===== config.mk =====
export PLATFORM = sky130hd
export DESIGN_NAME = vpp_divider
export DESIGN_NICKNAME = d
export VERILOG_FILES = /design/src/rtl/core/assert_macros.svh /design/src/rtl/core/vpp_pkg.sv /design/src/rtl/core/vpp_divider.sv
export SDC_FILE = /design/constraint.sdc
export NUM_CORES = 1
export LEC_CHECK = 0
export ABC_AREA = 1
export BUFFER_PORTS_ARGS = -buffer_cell sky130_fd_sc_hd__buf_4
export CORE_ASPECT_RATIO = 2
export CORE_UTILIZATION = 35
export CTS_CLUSTER_DIAMETER = 150
export DETAILED_ROUTE_END_ITERATION = 8
export PLACE_DENSITY_LB_ADDON = 0.2
export SYNTH_ARGS = -nofsm -noshare
export SYNTH_HDL_FRONTEND = slang
export SYNTH_SLANG_ARGS = --single-unit
export TNS_END_PERCENT = 20

===== constraint.sdc =====
create_clock -name clock -period 2.4 [get_ports clock]
set_input_delay 0.24 -clock clock [delete_from_list [all_inputs] [get_ports clock]]
set_output_delay 0.24 -clock clock [all_outputs]
set_load 0.02 [all_outputs]

===== src/rtl/core/assert_macros.svh =====
// assertion macros shared by the player rtl
`ifndef ASSERT_MACROS_SVH
`define ASSERT_MACROS_SVH

`ifndef SYNTHESIS

// condition that must hold at every clock edge outside reset
`define VPP_ASSERT_ALWAYS(label, clk, rst, cond) \
   label: assert property (@(posedge clk) disable iff (rst) (cond)) \
      else $error("vpp assertion failed");

// antecedent at one edge implies consequent at the same edge
`define VPP_ASSERT_IMPLIES(label, clk, rst, ante, cons) \
   label: assert property (@(posedge clk) disable iff (rst) (ante) |-> (cons)) \
      else $error("vpp assertion failed");

`else

`define VPP_ASSERT_ALWAYS(label, clk, rst, cond)
`define VPP_ASSERT_IMPLIES(label, clk, rst, ante, cons)

`endif

`endif


===== src/rtl/core/vpp_pkg.sv =====
// types, codes and constants of the four-voice pcm player
package vpp_pkg;

   // sequencer states
   typedef enum logic [2:0] {
      ST_IDLE,
      ST_STEP1,
      ST_STEP2,
      ST_VOL,
      ST_RD,
      ST_MUL,
      ST_ACC,
      ST_OUT
   } state_type;

   // request kinds carried in tuser
   localparam logic [1:0] REQ_WRITE = 2'd0;
   localparam logic [1:0] REQ_READ  = 2'd1;
   localparam logic [1:0] REQ_TICK  = 2'd2;
   localparam logic [1:0] REQ_LOAD  = 2'd3;

   // voice register codes
   localparam logic [3:0] REG_START_LO = 4'h0;
   localparam logic [3:0] REG_START_HI = 4'h2;
   localparam logic [3:0] REG_END_LO   = 4'h4;
   localparam logic [3:0] REG_END_HI   = 4'h6;
   localparam logic [3:0] REG_STEP     = 4'h8;
   localparam logic [3:0] REG_VOLUME   = 4'hA;
   localparam logic [3:0] REG_PLAY     = 4'hC;
   localparam logic [3:0] REG_STATUS   = 4'hE;

   // csr indexes
   localparam logic CSR_CHIP_CLOCK  = 1'b0;
   localparam logic CSR_OUTPUT_RATE = 1'b1;

   // result kinds
   localparam logic RSP_KIND_READ = 1'b0;
   localparam logic RSP_KIND_MIX  = 1'b1;

   // reset values and fixed constants
   localparam logic [25:0] CHIP_CLOCK_RESET  = 26'd3579545;
   localparam logic [17:0] OUTPUT_RATE_RESET = 18'd48000;
   localparam int          DEF_ROM_ADDR_BITS = 20;
   localparam logic [7:0]  STEP_DISABLED     = 8'hFF;
   localparam logic [8:0]  PRESCALE_BASE     = 9'h100;
   localparam logic [8:0]  VOLUME_BIAS       = 9'd10;
   localparam logic [19:0] END_MARGIN        = 20'h00020;

   // divider widths
   localparam int DIV_NUM_W = 32;
   localparam int DIV_DEN_W = 18;

   // request into the shared divider
   typedef struct packed {
      logic                 start;
      logic [DIV_NUM_W-1:0] dividend;
      logic [DIV_DEN_W-1:0] divisor;
   } div_req_type;

endpackage


===== src/rtl/core/vpp_divider.sv =====
// shared restoring divider, one quotient bit per cycle
module vpp_divider (
   input  logic                             clock,
   input  logic                             reset,
   input  vpp_pkg::div_req_type             div_req,
   output logic                             div_done,
   output logic [vpp_pkg::DIV_NUM_W-1:0]    div_quo
);
   import vpp_pkg::*;

   localparam int CNT_W = $clog2(DIV_NUM_W);

   logic                 busy_ff, busy_in;
   logic                 done_ff, done_in;
   logic [CNT_W-1:0]     cnt_ff, cnt_in;
   logic [DIV_NUM_W-1:0] quo_ff, quo_in;
   logic [DIV_DEN_W-1:0] rem_ff, rem_in;
   logic [DIV_DEN_W-1:0] den_ff, den_in;
   logic [DIV_DEN_W:0]   trial;
   logic                 fits;

   // one shift-subtract step
   always_comb begin
      trial   = {rem_ff, quo_ff[DIV_NUM_W-1]};
      fits    = (trial >= {1'b0, den_ff});
      busy_in = busy_ff;
      done_in = 1'b0;
      cnt_in  = cnt_ff;
      quo_in  = quo_ff;
      rem_in  = rem_ff;
      den_in  = den_ff;
      if (div_req.start) begin
         busy_in = 1'b1;
         cnt_in  = '0;
         quo_in  = div_req.dividend;
         rem_in  = '0;
         den_in  = div_req.divisor;
      end else if (busy_ff) begin
         if (fits) begin
            rem_in = DIV_DEN_W'(trial - {1'b0, den_ff});
         end else begin
            rem_in = trial[DIV_DEN_W-1:0];
         end
         quo_in = {quo_ff[DIV_NUM_W-2:0], fits};
         cnt_in = cnt_ff + 1'b1;
         if (cnt_ff == CNT_W'(DIV_NUM_W - 1)) begin
            busy_in = 1'b0;
            done_in = 1'b1;
         end
      end
   end

   // control state
   always_ff @(posedge clock) begin
      if (reset) begin
         busy_ff <= 1'b0;
         done_ff <= 1'b0;
         cnt_ff  <= '0;
      end else begin
         busy_ff <= busy_in;
         done_ff <= done_in;
         cnt_ff  <= cnt_in;
      end
   end

   // datapath
   always_ff @(posedge clock) begin
      quo_ff <= quo_in;
      rem_ff <= rem_in;
      den_ff <= den_in;
   end

   assign div_done = done_ff;
   assign div_quo  = quo_ff;

endmodule


==> reports/results.tsv <==
metric	value	unit
Port Buffer Count	85	
CTS Hold Bufs	0	
initial antenna violation count	0	
Hold Path Class	input port to flop	
post-DR wirelength/cell	13.8	um
syn nets	623	
Final min period	2150	ps
CTS sink count	75	
P_leak	0.00272	uW
CTS-repair resized insts	0	
Worst Hold Depth	1	
Max FO, Critical Path	3	
antenna cells	0	
vias in the first global route	3896	
critical path required time	2630	ps
Vias	3806	
first-pass iteration count of the detailed router	4	
CTS tree	done	
RD Place Congestion	0.862	
ys flop type	edfxtp_1	
Die W	80.0	um
fin. max-slew vios	0	
Setup Buffers After CTS	0	
Placeable Area	11800	sq um
post-synth cell types	31	
die area	12600	sq um
clock-pin slew on the worst setup and hold paths	70	ps
antenna-violating nets left	0	
Synth Cell Area	4260	sq um
P per Cell Area	624	nW/um^2
hpwl dp	8.38	mm
largest net degree at the start of global routing	33	
area grow syn2layout	26.1	%
GR Overflow Total	0	
Worst Max-Slew Pin Slew	413	ps
r2r setup slk	250	ps
CTS H-Tree Depth	3	
setup TNS	0	ps
first-pass GRT wire length	17.9	mm
arrival time at the worst endpoint	2380	ps
worst reg2reg startpoint	div_quo[31]	
row count	56	
max_cap viols	0	
Root Driver	clkbuf_16	
crit end category	flop	
Worst Hold Endpoint	den_ff[7]	
RSZ-0062 raised after global routing	no	
Setup Skew	6.18	ps
f_max	465	MHz
status	complete, no violations	
clk_lat worst skew	340	ps
Initial Utilization	36.2	%
fin crit share	89.5	%
share of cells above drive strength 1	19.5	%
DR iter-0 viols	167	
Max VDD drop	514	uV
Post-synth EDFFs	50	
R2R depth	15	
Syn Inst Count	549	
# IOs	86	
TritonCTS Buffers	9	
Power Total	3350	uW
Avg Vias per Cell	4.82	
Final nets	714	
Yosys Warn Count	0	
hold_sp	div_req[7]	
Routed WL	10.9	mm
Mean Syn Cell Area	7.75	sq um
R2R Path End	rem_ff[10]	
critical path launch point type	flop	
Yosys reg bits	75	
sequential share of the synthesized area	47.0	%
Rel. slew slack	72.4	%
Final setup viols	0	
Max clock buf depth	2	
Fin. Hold Viols	0	
Async S/R FF share, synth	0	%
drt drc	0	
Die Y	158	um
Overall Global Routing Usage	18.6	%
crit path kind	flop to flop	
[cells by family after synthesis]
kind of cell,after synthesis,share of synthesized area (%)
DFF,75,47.0
and+or+nand+nor,327,32.8
AOI/OAI and AO/OA,31,4.03
xor gates and xnor gates,7,1.44
adders and majority gates,21,6.35
buffers and inverters,88,8.38
[sequential cells by signal (all words and copies together) (netlist names)]
register,cells
busy_ff,1
div_quo,32
den_ff,18
div_done,1
rem_ff,18
cnt_ff,5
[area by class of cell]
cell class / count / area [sq um]
Clock inverter: 6 / 45.0
Tap cell: 145 / 181
Fill cell: 1206 / 6410
Timing Repair Buffer: 95 / 726
Multi-Input combinational cell: 386 / 1900
Sequential cell: 75 / 2000
Inverter: 73 / 274
Clock buffer: 10 / 239
[worst max-delay path by stage]
stage	from	end	slack, ps
final	div_quo[31]	rem_ff[10]	250
after global routing	div_quo[31]	rem_ff[10]	70
after detailed placement	div_quo[31]	rem_ff[10]	280
after CTS	div_quo[31]	rem_ff[12]	260
after floorplan	div_quo[31]	rem_ff[6]	420
after global placement	div_quo[31]	rem_ff[12]	320
[power by group]
part	switching, uW	leakage, uW	internal [uW]
Combinational	292	0.00188	213
Clock	577	0.000136	737
Sequential	44.6	0.000707	1480
Total	914	0.00272	2430
[Yosys cell counts, types with 3 or more instances]
| cell type | number | area share (%) |
|---|---|---|
| nor2_1 | 28 | 2.5 |
| dfxtp_1 | 25 | 12 |
| nand2_2 | 6 | 0.88 |
| nor3_1 | 3 | 0.35 |
| inv_1 | 71 | 6.3 |
| clkbuf_1 | 9 | 0.79 |
| nand3_2 | 3 | 0.71 |
| ha_1 | 20 | 5.9 |
| nand2_1 | 232 | 20 |
| xnor2_1 | 6 | 1.2 |
| edfxtp_1 | 50 | 35 |
| nand3b_1 | 15 | 2.6 |
| a21oi_1 | 13 | 1.5 |
| nand3_1 | 34 | 4.0 |
| buf_2 | 3 | 0.35 |
| o21ai_0 | 11 | 1.3 |
[through the flow]
stage	setup slack [ps]	utilization [%]	hold WS (ps)	instances	instance area [sq um]
final	251	45.6	71.8	790	5360
after global routing	70.6	45.6	66.7	790	5360
after CTS	260	45.6	69.5	790	5360
after detailed placement	277	43.2	419	774	5080
after global placement	324	43.2	418	774	5080
after floorplan	419	-	316	549	4260
[routing by layer]
metal	part of all wire (%)	vias to the layer above	GRT usage, %
met2	55	124	35.5
li1	-	1918	-
met1	36	1739	17.9
met4	3.8	0	10.1
met3	5.4	25	3.92
met5	0	-	0
[critical path, stage by stage, from the launching register on]
cell and delay (ps):
edfxtp_1 360, inv_1 70, ha_1 190, inv_1 100, fa_1 230, inv_1 50
nor2_1 120, nor2_1 80, o21bai_1 330, nand2_1 150, nand2_1 90, nand2_1 50
nand2_1 60, nand2_1 60, nand3_1 80, nand2_1 50
[placed cells by master, fill, tap and decap left out, drive strengths merged, types with 2 or more instances in the layout]
cell,instances
nand3,37
nand3b,15
clkbuf,10
nand4,2
clkinvlp,2
clkinv,2
a21oi,15
nand2,240
buf,95
edfxtp,50
nor3,4
a31oi,2
xnor2,6
ha,20
nor2,28
inv,75
o21ai,13
dfxtp,25
Power figures use the tool's default switching activity.
